File: src/sv/pmst_pkg.sv
`timescale 1ns / 1ps

package pmst_pkg;

    localparam int MAX_VERTICES = 16;
    localparam int IDX_W        = $clog2(MAX_VERTICES);
    localparam int ADDR_W       = 2 * IDX_W;
    localparam int DEPTH        = MAX_VERTICES * MAX_VERTICES;
    localparam int WEIGHT_W     = 16;
    localparam int CFG_W        = 5;
    localparam int FIELD_SPAN   = 16;
    localparam int FIELD_W      = 4;

    localparam logic [CFG_W-1:0] VERTEX_COUNT_RESET = CFG_W'(5);

    typedef enum logic [1:0] {
        ST_IDLE,
        ST_SCAN,
        ST_EMIT
    } state_t;

    typedef struct packed {
        logic write;
        logic start;
        logic scan;
        logic emit;
    } ctl_cmd_t;

    typedef struct packed {
        logic v_small;
        logic scan_done;
        logic last_round;
        logic out_free;
    } dp_stat_t;

endpackage

File: src/sv/pmst_if.sv
`timescale 1ns / 1ps

interface pmst_in_if;
    logic                         valid;
    logic                         ready;
    logic [pmst_pkg::FIELD_W-1:0] row;
    logic [pmst_pkg::FIELD_W-1:0] col;
    logic [pmst_pkg::WEIGHT_W-1:0] weight;
    logic                         last;

    modport source (output valid, output row, output col, output weight, output last,
                    input ready);
    modport sink (input valid, input row, input col, input weight, input last,
                  output ready);
endinterface

interface pmst_out_if;
    logic                          valid;
    logic                          ready;
    logic [pmst_pkg::FIELD_W-1:0]  from_vertex;
    logic [pmst_pkg::FIELD_W-1:0]  to_vertex;
    logic [pmst_pkg::WEIGHT_W-1:0] edge_weight;
    logic                          found;
    logic                          final_res;

    modport source (output valid, output from_vertex, output to_vertex, output edge_weight,
                    output found, output final_res, input ready);
    modport sink (input valid, input from_vertex, input to_vertex, input edge_weight,
                  input found, input final_res, output ready);
endinterface

File: src/sv/pmst_ctrl.sv
`timescale 1ns / 1ps

module pmst_ctrl (
    input  logic                clk,
    input  logic                rst_n,
    input  logic                in_valid,
    input  logic                in_last,
    output logic                in_ready,
    input  pmst_pkg::dp_stat_t  stat,
    output pmst_pkg::ctl_cmd_t  cmd
);

    pmst_pkg::state_t state_reg;
    pmst_pkg::state_t state_next;
    logic             accept;

    assign accept = in_valid && in_ready;

    always_ff @(posedge clk or negedge rst_n)
    begin
        if (!rst_n)
        begin
            state_reg <= pmst_pkg::ST_IDLE;
        end
        else
        begin
            state_reg <= state_next;
        end
    end

    always_comb
    begin
        state_next = state_reg;
        case (state_reg)
            pmst_pkg::ST_IDLE:
            begin
                if (accept && in_last && !stat.v_small)
                begin
                    state_next = pmst_pkg::ST_SCAN;
                end
            end
            pmst_pkg::ST_SCAN:
            begin
                if (stat.scan_done)
                begin
                    state_next = pmst_pkg::ST_EMIT;
                end
            end
            pmst_pkg::ST_EMIT:
            begin
                if (stat.out_free)
                begin
                    state_next = stat.last_round ? pmst_pkg::ST_IDLE : pmst_pkg::ST_SCAN;
                end
            end
            default:
            begin
                state_next = pmst_pkg::ST_IDLE;
            end
        endcase
    end

    always_comb
    begin
        in_ready  = 1'b0;
        cmd.write = 1'b0;
        cmd.start = 1'b0;
        cmd.scan  = 1'b0;
        cmd.emit  = 1'b0;
        case (state_reg)
            pmst_pkg::ST_IDLE:
            begin
                in_ready  = 1'b1;
                cmd.write = in_valid;
                cmd.start = in_valid && in_last;
            end
            pmst_pkg::ST_SCAN:
            begin
                cmd.scan = 1'b1;
            end
            pmst_pkg::ST_EMIT:
            begin
                cmd.emit = stat.out_free;
            end
            default:
            begin
                in_ready = 1'b0;
            end
        endcase
    end

endmodule

File: src/sv/pmst_datapath.sv
`timescale 1ns / 1ps

module pmst_datapath (
    input  logic                           clk,
    input  logic                           rst_n,
    input  logic                           cfg_we,
    input  logic [pmst_pkg::CFG_W-1:0]     cfg_wdata,
    input  logic [pmst_pkg::FIELD_W-1:0]   wr_row,
    input  logic [pmst_pkg::FIELD_W-1:0]   wr_col,
    input  logic [pmst_pkg::WEIGHT_W-1:0]  wr_weight,
    input  pmst_pkg::ctl_cmd_t             cmd,
    output pmst_pkg::dp_stat_t             stat,
    input  logic                           out_ready,
    output logic                           out_valid,
    output logic [pmst_pkg::FIELD_W-1:0]   out_from,
    output logic [pmst_pkg::FIELD_W-1:0]   out_to,
    output logic [pmst_pkg::WEIGHT_W-1:0]  out_weight,
    output logic                           out_found,
    output logic                           out_final
);

    localparam int IW = pmst_pkg::IDX_W;
    localparam int WW = pmst_pkg::WEIGHT_W;
    localparam int CW = pmst_pkg::CFG_W;
    localparam int NV = pmst_pkg::MAX_VERTICES;
    localparam int FW = pmst_pkg::FIELD_W;

    logic [WW-1:0] mem [pmst_pkg::DEPTH];
    logic [pmst_pkg::DEPTH-1:0] mem_vld_reg;

    logic [CW-1:0] vcount_reg;
    logic [CW-1:0] eff_v;
    logic [CW-1:0] v_m1;
    logic [CW-1:0] v_m2;
    logic [IW-1:0] vmax;

    logic [NV-1:0] chosen_reg;
    logic [IW-1:0] round_reg;

    logic          issuing_reg;
    logic [IW-1:0] i_reg;
    logic [IW-1:0] j_reg;
    logic          p_valid_reg;
    logic [IW-1:0] p_i_reg;
    logic [IW-1:0] p_j_reg;
    logic [WW-1:0] rd_data_reg;
    logic          rd_vld_reg;
    logic [WW-1:0] rd_w;

    logic          have_reg;
    logic [WW-1:0] best_reg;
    logic [IW-1:0] bi_reg;
    logic [IW-1:0] bj_reg;
    logic [WW-1:0] w00_reg;

    logic          cand;
    logic          issue;
    logic [IW-1:0] to_sel;
    logic [pmst_pkg::ADDR_W-1:0] rd_addr;
    logic [pmst_pkg::ADDR_W-1:0] wr_addr;

    logic          out_valid_reg;
    logic [FW-1:0] out_from_reg;
    logic [FW-1:0] out_to_reg;
    logic [WW-1:0] out_weight_reg;
    logic          out_found_reg;
    logic          out_final_reg;

    // saturate the vertex count to the matrix size
    assign eff_v = (vcount_reg > CW'(NV)) ? CW'(NV) : vcount_reg;
    assign v_m1  = eff_v - CW'(1);
    assign v_m2  = eff_v - CW'(2);
    assign vmax  = v_m1[IW-1:0];

    assign rd_addr = {i_reg, j_reg};
    assign wr_addr = {wr_row[IW-1:0], wr_col[IW-1:0]};
    assign issue   = cmd.scan && issuing_reg;
    assign rd_w    = rd_vld_reg ? rd_data_reg : '0;
    assign cand    = p_valid_reg && chosen_reg[p_i_reg] && !chosen_reg[p_j_reg]
                     && (rd_w != '0) && (!have_reg || (rd_w < best_reg));
    assign to_sel  = have_reg ? bj_reg : '0;

    assign stat.v_small    = (eff_v < CW'(2));
    assign stat.scan_done  = !issuing_reg && !p_valid_reg;
    assign stat.last_round = (round_reg == v_m2[IW-1:0]);
    assign stat.out_free   = !out_valid_reg || out_ready;

    always_ff @(posedge clk or negedge rst_n)
    begin
        if (!rst_n)
        begin
            vcount_reg <= pmst_pkg::VERTEX_COUNT_RESET;
        end
        else if (cfg_we)
        begin
            vcount_reg <= cfg_wdata;
        end
    end

    // matrix storage, read data registered
    always_ff @(posedge clk)
    begin
        if (cmd.write)
        begin
            mem[wr_addr] <= wr_weight;
        end
        rd_data_reg <= mem[rd_addr];
    end

    always_ff @(posedge clk or negedge rst_n)
    begin
        if (!rst_n)
        begin
            mem_vld_reg <= '0;
            rd_vld_reg  <= 1'b0;
        end
        else
        begin
            if (cmd.write)
            begin
                mem_vld_reg[wr_addr] <= 1'b1;
            end
            rd_vld_reg <= mem_vld_reg[rd_addr];
        end
    end

    always_ff @(posedge clk or negedge rst_n)
    begin
        if (!rst_n)
        begin
            chosen_reg  <= '0;
            round_reg   <= '0;
            issuing_reg <= 1'b0;
            i_reg       <= '0;
            j_reg       <= '0;
            p_valid_reg <= 1'b0;
            have_reg    <= 1'b0;
        end
        else
        begin
            p_valid_reg <= issue;
            if (cmd.start || cmd.emit)
            begin
                issuing_reg <= 1'b1;
                i_reg       <= '0;
                j_reg       <= '0;
                have_reg    <= 1'b0;
            end
            else
            begin
                if (issue)
                begin
                    if (j_reg == vmax)
                    begin
                        j_reg <= '0;
                        if (i_reg == vmax)
                        begin
                            issuing_reg <= 1'b0;
                        end
                        else
                        begin
                            i_reg <= i_reg + IW'(1);
                        end
                    end
                    else
                    begin
                        j_reg <= j_reg + IW'(1);
                    end
                end
                if (cand)
                begin
                    have_reg <= 1'b1;
                end
            end
            if (cmd.start)
            begin
                // only vertex 0 starts selected
                chosen_reg    <= NV'(1);
                round_reg     <= '0;
            end
            else if (cmd.emit)
            begin
                chosen_reg[to_sel] <= 1'b1;
                round_reg          <= round_reg + IW'(1);
            end
        end
    end

    // scan pipeline payload and best candidate
    always_ff @(posedge clk)
    begin
        p_i_reg <= i_reg;
        p_j_reg <= j_reg;
        if (cand)
        begin
            best_reg <= rd_w;
            bi_reg   <= p_i_reg;
            bj_reg   <= p_j_reg;
        end
        if (p_valid_reg && (p_i_reg == '0) && (p_j_reg == '0))
        begin
            w00_reg <= rd_w;
        end
    end

    always_ff @(posedge clk or negedge rst_n)
    begin
        if (!rst_n)
        begin
            out_valid_reg <= 1'b0;
        end
        else if (cmd.emit)
        begin
            out_valid_reg <= 1'b1;
        end
        else if (out_ready)
        begin
            out_valid_reg <= 1'b0;
        end
    end

    always_ff @(posedge clk)
    begin
        if (cmd.emit)
        begin
            out_from_reg   <= FW'(have_reg ? bi_reg : '0);
            out_to_reg     <= FW'(to_sel);
            out_weight_reg <= have_reg ? best_reg : w00_reg;
            out_found_reg  <= have_reg;
            out_final_reg  <= stat.last_round;
        end
    end

    assign out_valid  = out_valid_reg;
    assign out_from   = out_from_reg;
    assign out_to     = out_to_reg;
    assign out_weight = out_weight_reg;
    assign out_found  = out_found_reg;
    assign out_final  = out_final_reg;

endmodule

File: src/sv/prim_mst_adjacency_matrix_top.sv
`timescale 1ns / 1ps

// Prim minimum spanning tree over a 16 x 16 adjacency matrix of unsigned
// 16-bit weights (weight 0 means no edge). Each entry word writes one matrix
// cell; a word with last set writes its cell and then, if vertex_count is at
// least two, starts the walk from vertex 0 over the first vertex_count
// vertices (saturated to 16), producing vertex_count-1 result words, the
// final one flagged final_res. A round with no candidate edge yields from/to
// 0, the weight of cell [0][0] and found clear. Each round sweeps the matrix
// through its single read port, one cell per cycle; no entry word is taken
// while a walk runs. The matrix reads as all zeros after reset and is kept
// across walks. Write vertex_count (cfg_we/cfg_wdata) only while the block
// is idle.

module prim_mst_adjacency_matrix_top (
    input  logic                          clk,
    input  logic                          rst_n,
    input  logic                          cfg_we,
    input  logic [pmst_pkg::CFG_W-1:0]    cfg_wdata,
    pmst_in_if.sink                       entry,
    pmst_out_if.source                    result
);

    pmst_pkg::ctl_cmd_t cmd;
    pmst_pkg::dp_stat_t stat;
    logic               in_ready;

    // accept entry words only between walks
    assign entry.ready = in_ready;

    pmst_ctrl u_ctrl (
        .clk      (clk),
        .rst_n    (rst_n),
        .in_valid (entry.valid),
        .in_last  (entry.last),
        .in_ready (in_ready),
        .stat     (stat),
        .cmd      (cmd)
    );

    // matrix, selected-vertex set, scan pipeline and result register
    pmst_datapath u_datapath (
        .clk        (clk),
        .rst_n      (rst_n),
        .cfg_we     (cfg_we),
        .cfg_wdata  (cfg_wdata),
        .wr_row     (entry.row),
        .wr_col     (entry.col),
        .wr_weight  (entry.weight),
        .cmd        (cmd),
        .stat       (stat),
        .out_ready  (result.ready),
        .out_valid  (result.valid),
        .out_from   (result.from_vertex),
        .out_to     (result.to_vertex),
        .out_weight (result.edge_weight),
        .out_found  (result.found),
        .out_final  (result.final_res)
    );

endmodule

File: src/flat_wrapper.sv
// flat-port wrapper written by rule: the top's interface ports become plain ports
module prim_mst_adjacency_matrix_top_flat 
  (clk, rst_n, cfg_we, cfg_wdata, entry_valid, entry_row, entry_col, entry_weight, entry_last, entry_ready, result_valid, result_from_vertex, result_to_vertex, result_edge_weight, result_found, result_final_res, result_ready);
  pmst_in_if entry_i ();
  pmst_out_if result_i ();
  input  logic clk;
  input  logic rst_n;
  input  logic cfg_we;
  input  logic [pmst_pkg::CFG_W-1:0] cfg_wdata;
  input wire logic [$bits(entry_i.valid)-1:0] entry_valid;
  input wire logic [$bits(entry_i.row)-1:0] entry_row;
  input wire logic [$bits(entry_i.col)-1:0] entry_col;
  input wire logic [$bits(entry_i.weight)-1:0] entry_weight;
  input wire logic [$bits(entry_i.last)-1:0] entry_last;
  output wire logic [$bits(entry_i.ready)-1:0] entry_ready;
  output wire logic [$bits(result_i.valid)-1:0] result_valid;
  output wire logic [$bits(result_i.from_vertex)-1:0] result_from_vertex;
  output wire logic [$bits(result_i.to_vertex)-1:0] result_to_vertex;
  output wire logic [$bits(result_i.edge_weight)-1:0] result_edge_weight;
  output wire logic [$bits(result_i.found)-1:0] result_found;
  output wire logic [$bits(result_i.final_res)-1:0] result_final_res;
  input wire logic [$bits(result_i.ready)-1:0] result_ready;
  assign entry_i.valid = entry_valid;
  assign entry_i.row = entry_row;
  assign entry_i.col = entry_col;
  assign entry_i.weight = entry_weight;
  assign entry_i.last = entry_last;
  assign entry_ready = entry_i.ready;
  assign result_valid = result_i.valid;
  assign result_from_vertex = result_i.from_vertex;
  assign result_to_vertex = result_i.to_vertex;
  assign result_edge_weight = result_i.edge_weight;
  assign result_found = result_i.found;
  assign result_final_res = result_i.final_res;
  assign result_i.ready = result_ready;
  prim_mst_adjacency_matrix_top u_core (.clk(clk), .rst_n(rst_n), .cfg_we(cfg_we), .cfg_wdata(cfg_wdata), .entry(entry_i), .result(result_i));
endmodule
File: config.mk
export PLATFORM = sky130hd
export DESIGN_NAME = prim_mst_adjacency_matrix_top_flat
export DESIGN_NICKNAME = d
export VERILOG_FILES = /design/src/sv/pmst_pkg.sv /design/src/sv/pmst_if.sv /design/src/sv/pmst_ctrl.sv /design/src/sv/pmst_datapath.sv /design/src/sv/prim_mst_adjacency_matrix_top.sv /design/src/flat_wrapper.sv
export SDC_FILE = /design/constraint.sdc
export NUM_CORES = 2
export LEC_CHECK = 0
export ABC_CLOCK_PERIOD_IN_PS = 4200
export BUFFER_PORTS_ARGS = -buffer_cell sky130_fd_sc_hd__buf_2
export CAP_MARGIN = 20
export CORE_UTILIZATION = 50
export DETAILED_ROUTE_END_ITERATION = 16
export HOLD_SLACK_MARGIN = 0.06
export MAX_ROUTING_LAYER = met4
export PLACE_DENSITY_LB_ADDON = 0.15
export SLEW_MARGIN = 40
export SYNTH_ARGS = -nofsm -noshare
export SYNTH_HDL_FRONTEND = slang
export SYNTH_SLANG_ARGS = --single-unit
export TNS_END_PERCENT = 5
File: constraint.sdc
create_clock -name clk -period 4.2 [get_ports clk]
set_input_delay 0.42 -clock clk [delete_from_list [all_inputs] [get_ports clk]]
set_output_delay 0.42 -clock clk [all_outputs]
set_load 0.02 [all_outputs]
== Word-level counts from Yosys, hierarchy flattened ==
Memories as Yosys holds them, arrays and structs flattened. A register that Yosys moved wholly into a read port is not among the register bits.
Cells that the tools add are included.
W data, S select, Z words.

* Register bits: 370
* Memory bits (writable): 4,096
* Input bits: 35
* Output and inout port bits: 28
* Logic and storage cells: 130
* Memories: 1

{| class="wikitable"
|+ Memories
! memory !! words !! width !! rd ports !! clocked after memory_dff !! write ports !! RTL line !! source
|-
| u_core.u_datapath.mem || 256 || 16 || 1 || 1 || 1 || pmst_datapath.sv:28 || <nowiki>logic [WW-1:0] mem [pmst_pkg::DEPTH];</nowiki>
|}

* Add/subtract/negate cells: 5
* Magnitude comparators: 10
* Eq/ne operators: 9
* Muxes and demuxes: 44
* Bitwise logic cells: 2
* Reductions and logical operators: 36

{| class="wikitable"
|+ Operator list
! operator !! count
|-
| $or A256 B256 Y256 || 1
|-
| $mux W16 || 4
|-
| $mux W4 || 10
|-
| $mux W1 || 19
|-
| $lt A8 B9 Y1 const B || 2
|-
| $lt A16 B16 Y1 || 1
|-
| $or A16 B16 Y16 || 1
|-
| $reduce_bool A16 Y1 || 1
|-
| $lt A4 B5 Y1 const B || 3
|-
| $logic_and A1 B1 Y1 || 14
|-
| $add A4 B1 Y4 const B || 3
|-
| $eq A4 B4 Y1 || 3
|-
| $reduce_bool A2 Y1 || 6
|-
| $reduce_and A3 Y1 || 3
|-
| $bmux W1 S4 || 2
|-
| $bmux W1 S8 || 1
|-
| $demux W1 S8 || 1
|-
| $ge A8 B1 Y1 const B || 1
|-
| $logic_not A4 Y1 || 2
|-
| $mux W2 || 4
|-
| $logic_not A1 Y1 || 6
|-
| $ne A2 B2 Y1 const B || 3
|-
| $pmux W2 S3 || 1
|-
| $gt A5 B5 Y1 const B || 1
|-
| other kinds (11) || 13
|}

== Logic depth before layout (Yosys ltp) ==
* Depth in word-level cells: 8
* Mapped depth: 13
* Depth with buffers taken out: 9

== By module ==
Synthesis repeated with hierarchy kept, for this count alone.

* Cells, all modules: 8,375
* Area, all modules: 173,184.8 um^2

{| class="wikitable"
|+ By module, submodules not included
! module !! times used !! cells each !! area each (um^2) !! seq. area each (um^2)
|-
| pmst_datapath || 1 || 8,362 || 173,056.0 || 132,819.9
|-
| pmst_ctrl || 1 || 13 || 128.9 || 50.0
|}

== Least setup slack after synthesis ==
OpenSTA, ideal clock, no wires.

* Path kind: register to register
* From: register u_core.u_datapath.rd_vld_reg
* To: register u_core.u_datapath.best_reg[0], enable pin
* Library setup time: 450 ps
* Data arrival time: 3,919 ps
* Setup slack: -169 ps
* Cell stages (with the launch flop): 10
* Period minus slack after synthesis: 4,369 ps
* Cells stage by stage: dfrtp_1 -> clkbuf_1 -> clkbuf_1 -> and2_1 -> ha_1 -> a21o_1 -> a21o_1 -> a2111oi_0 -> o21bai_1 -> a311oi_1

* Longest elaborated chain between the ends: 4

{| class="wikitable"
|+ Ends and longest elaborated chain
! what !! RTL line !! source
|-
| from (decl) || pmst_datapath.sv:47 || <nowiki>logic rd_vld_reg;</nowiki>
|-
| from (signal assigned) || pmst_datapath.sv:123 || <nowiki>rd_vld_reg <= mem_vld_reg[rd_addr];</nowiki>
|-
| $mux W16 (*) || pmst_datapath.sv:78 || <nowiki>assign rd_w = rd_vld_reg ? rd_data_reg : '0;</nowiki>
|-
| via u_core.u_datapath.rd_w[1] || pmst_datapath.sv:48 || <nowiki>logic [WW-1:0] rd_w;</nowiki>
|-
| $lt A16 B16 Y1 or $reduce_bool A16 Y1 (tied branches) || pmst_datapath.sv:80 || <nowiki>&& (rd_w != '0) && (!have_reg || (rd_w < best_reg));</nowiki>
|-
| $logic_or A1 B1 Y1 or $logic_and A1 B1 Y1 (tied branches) || pmst_datapath.sv:80 ||
|-
| $logic_and A1 B1 Y1 (*) || pmst_datapath.sv:80 ||
|-
| via u_core.u_datapath.cand || pmst_datapath.sv:56 || <nowiki>logic cand;</nowiki>
|-
| to (signal assigned) || pmst_datapath.sv:196 || <nowiki>best_reg <= rd_w;</nowiki>
|-
| to (decl) || pmst_datapath.sv:51 || <nowiki>logic [WW-1:0] best_reg;</nowiki>
|}

The timed path passes the listed nets; every way through them passes the cells marked *.
A chain may end at the register's enable or synchronous reset.

==> flow_summary.toml <==
[outcome]
status = "complete, no violations"

[drt]
wl_met2_um = 217800
postRouteAntennaNets = 0
m1WireLength_um = 190100
topRoutingLayerUsed = "met4"
wl_met3_um = 37180
wl_per_cell_um = 32.99
drcViolationCount = 0
viasPerCell = 6.230
drtIter0Drc = 10380
dr_total_vias = 87050
wirelength_um = 460900
drtPass1Iterations = 6

[layout]
syn_to_final_growth_pct = 15.27
layout_commonest_cell = "edfxtp_1"
drive_gt1_frac = 0.2901
final_nets = 9068
largest_reg_flops = 4096
layout_common_cells = "edfxtp_1, mux4_2, buf_4"

[clock_tree]
numCtsBuffers = 450
clock_path_buffers = 4
clk_latency_ns = 1.00
cts-root-buf = "clkbuf_16"
cts_tree = "built"
clkSlewWorstSetupHoldPaths_ns = 0.06
cts_num_sinks = 4482
htreeDepth = 5

[sta]
slew_viol_final = 0
hold_viol_final = 0
layout_min_cycle_time_ns = 4.014
tightestPinTransition_ns = 0.9376
period_share = 0.9558
layout_setup_ws_ns = 0.1856
skew_ns = 0.06210
maxSlewHeadroom = 0.3734
max_freq_ghz = 0.2491
whs_ns = 0.1236
setup_violations = 0
rsz0062_at_grt = "no"

[worst_setup_path]
required_ns = 5.10
crit_path_start_kind = "flop"
worstPathMaxFanout = 35
cp.arrival_ns = 4.91
endpoint_kind = "flop"
critPathKind = "reg2reg"

[place]
io_buffers = 62
place_ws_ns = -0.2231
gp_congestion = 0.8482
hpwl_um = 281000

[power_and_ir_drop]
switching_share = 0.2942
p_int_w = 0.08612
finalPower_w = 0.1220
clock_power_share = 0.332
p_comb_frac = 0.258
sequentialPowerShare = 0.410
p_per_area_nw_per_um2 = 616.9
p_switching_w = 0.03590
ir_drop_v = 0.0004468
p_leak_nw = 66.11

[die]
core_area_sq_um = 340600
die_width_um = 587.8
die_area_sq_um = 345500
num_rows = 214
initial_utilization = 0.5038
io_pins = 63
die_h_um = 587.8

[logic_synthesis]
synthCells = 8226
syn_nets = 8282
ys.flop_type = "edfxtp_1"
ys_ff_latch = 4482
synth_area_per_cell_sq_um = 20.86
ys_seq_area_frac = 0.7743
yosysWarnings = 0
synth_edf_count = 4162
async_reset_ff_frac = 0.06604
synthDistinctLibCells = 63
syn-cell-area_sq_um = 171600

[global_routing]
track_usage = 0.2732
grt_max_degree = 136
antenna_found_initial = 33
grt_pass1_wl_um = 653700
grt_pass1_vias = 86770
grt.overflow.total = 0

[flow_run]
maxCapViolCount = 0

[worst_hold_path]
min_path_type = "in2async"
==> cell families after synthesis <==
logic type	Yosys count	share of synthesized area
XOR/XNOR	15	0.0008458
buffers and inverters	492	0.01566
AND/OR/NAND/NOR	943	0.02857
adder cells (fa/ha/maj)	21	0.001531
AO/OA/AOI/OAI	874	0.03604
flip-flops	4482	0.7743
multiplexers	1399	0.1430
==> synth_stat cells, types with 4 or more instances <==
| master | n | area [sq um] |
|---|---|---|
| or2_2 | 257 | 1608 |
| inv_1 | 22 | 82.58 |
| ha_1 | 21 | 262.8 |
| a211oi_1 | 22 | 165.2 |
| nand4_1 | 24 | 150.1 |
| nand3b_1 | 5 | 37.54 |
| a22o_1 | 115 | 1007 |
| nor2_1 | 301 | 1130 |
| edfxtp_1 | 4162 | 125000 |
| a2111oi_2 | 16 | 240.2 |
| nor3b_1 | 4 | 30.03 |
| a21o_1 | 8 | 60.06 |
| buf_6 | 39 | 439.2 |
| nor4_1 | 89 | 556.8 |
| and3_1 | 6 | 37.54 |
| xor2_1 | 7 | 61.31 |
| buf_2 | 120 | 600.6 |
| mux2i_1 | 534 | 5345 |
| nor2b_1 | 22 | 137.6 |
| xnor2_1 | 7 | 61.31 |
| o41ai_1 | 8 | 70.07 |
| buf_4 | 88 | 660.6 |
| mux2_2 | 25 | 281.5 |
| nand2_1 | 93 | 349.1 |
| o2111ai_1 | 17 | 148.9 |
| a21oi_1 | 137 | 685.7 |
| o22ai_1 | 284 | 1777 |
| clkbuf_1 | 184 | 690.7 |
| dfxtp_1 | 24 | 480.5 |
| nand3_1 | 20 | 100.1 |
| mux4_2 | 840 | 18920 |
| a221oi_1 | 32 | 280.3 |
| a22oi_1 | 216 | 1622 |
| dfrtp_1 | 294 | 7357 |
| buf_1 | 33 | 123.9 |
| or4_1 | 16 | 120.1 |
| o21ai_0 | 8 | 40.04 |
| nand4b_1 | 4 | 35.03 |
| and2_1 | 23 | 143.9 |
| nor3_1 | 58 | 290.3 |
| nand2b_1 | 8 | 50.05 |
==> path summary, 6_finish.rpt <==
path	endpoint	from	cells after the start	slack, ns
setup / recovery	u_core.u_datapath.rd_data_reg[10]	u_core.u_datapath.j_reg[3]	7	0.19
hold / removal	u_core.u_datapath.vcount_reg[0]	rst_n	2	0.12
setup reg to reg	u_core.u_datapath.rd_data_reg[10]	u_core.u_datapath.j_reg[3]	7	0.19
hold reg to reg	u_core.u_datapath.mem_vld_reg[108]	u_core.u_datapath.mem_vld_reg[108]	1	0.46
max in group asynchronous	u_core.u_datapath.mem_vld_reg[13]	rst_n	3	3.46
min in group clk	u_core.u_datapath.mem[118][14]	entry_col[1]	4	0.14
==> what timing repair did <==
| item | in CTS | in global routing |
|---|---|---|
| pin swaps | 2 | 1 |
| hold buffers | 31 | 0 |
| buffers inserted | 0 | 5 |
| resized for setup | 5 | 0 |
| setup endpoints to repair | 5 | 5 |
| endpoints found under the hold margin | 1117 | 0 |
==> cell type report <==
cell class	instances	area [sq um]
fill	24760	142800
tap	4536	5675
inverter	22	82.58
antenna	24	60.06
sequential	4482	132900
timing repair buffer	804	7550
clock inverter	252	2671
multi-input combinational	3252	36590
clock buffer	601	12290
==> power by group through the flow <==
stage          sequential (W)  combinational, W  clock [W]
3_5_place_dp           0.0511            0.0313          0
5_1_grt                0.0501            0.0330     0.0426
2_1_floorplan          0.0504            0.0197          0
6_report               0.0501            0.0315     0.0405
3_3_place_gp           0.0511            0.0310          0
4_1_cts                0.0502            0.0314     0.0410
==> metal layers <==
layer	track usage	up-vias
met1	0.3833	46790
li1	-	35810
met5	-	-
met3	0.04420	708
met4	0.08480	0
met2	0.4155	3746
==> metrics by stage <==
| step | cell area (sq um) | std cells | setup TNS, ns | utilization |
|---|---|---|---|---|
| 2_1_floorplan | 171600 | 8226 | 0 | - |
| 3_3_place_gp | 181800 | 13040 | -2.293 | 0.5339 |
| 3_5_place_dp | 182100 | 13050 | -0.5519 | 0.5348 |
| 4_1_cts | 197500 | 13940 | 0 | 0.5798 |
| 5_1_grt | 197800 | 13970 | 0 | 0.5807 |
| 6_report | 197800 | 13970 | 0 | 0.5808 |
==> critical path: stages (launching register included) <==
cell	delay, ns
dfrtp_4	0.78
and2_4	0.73
buf_12	0.31
a22oi_1	0.23
a21oi_1	0.47
or4_1	0.27
nand4_1	0.65
a21oi_1	0.34
No activity file was read; power rests on OpenSTA's default activity.
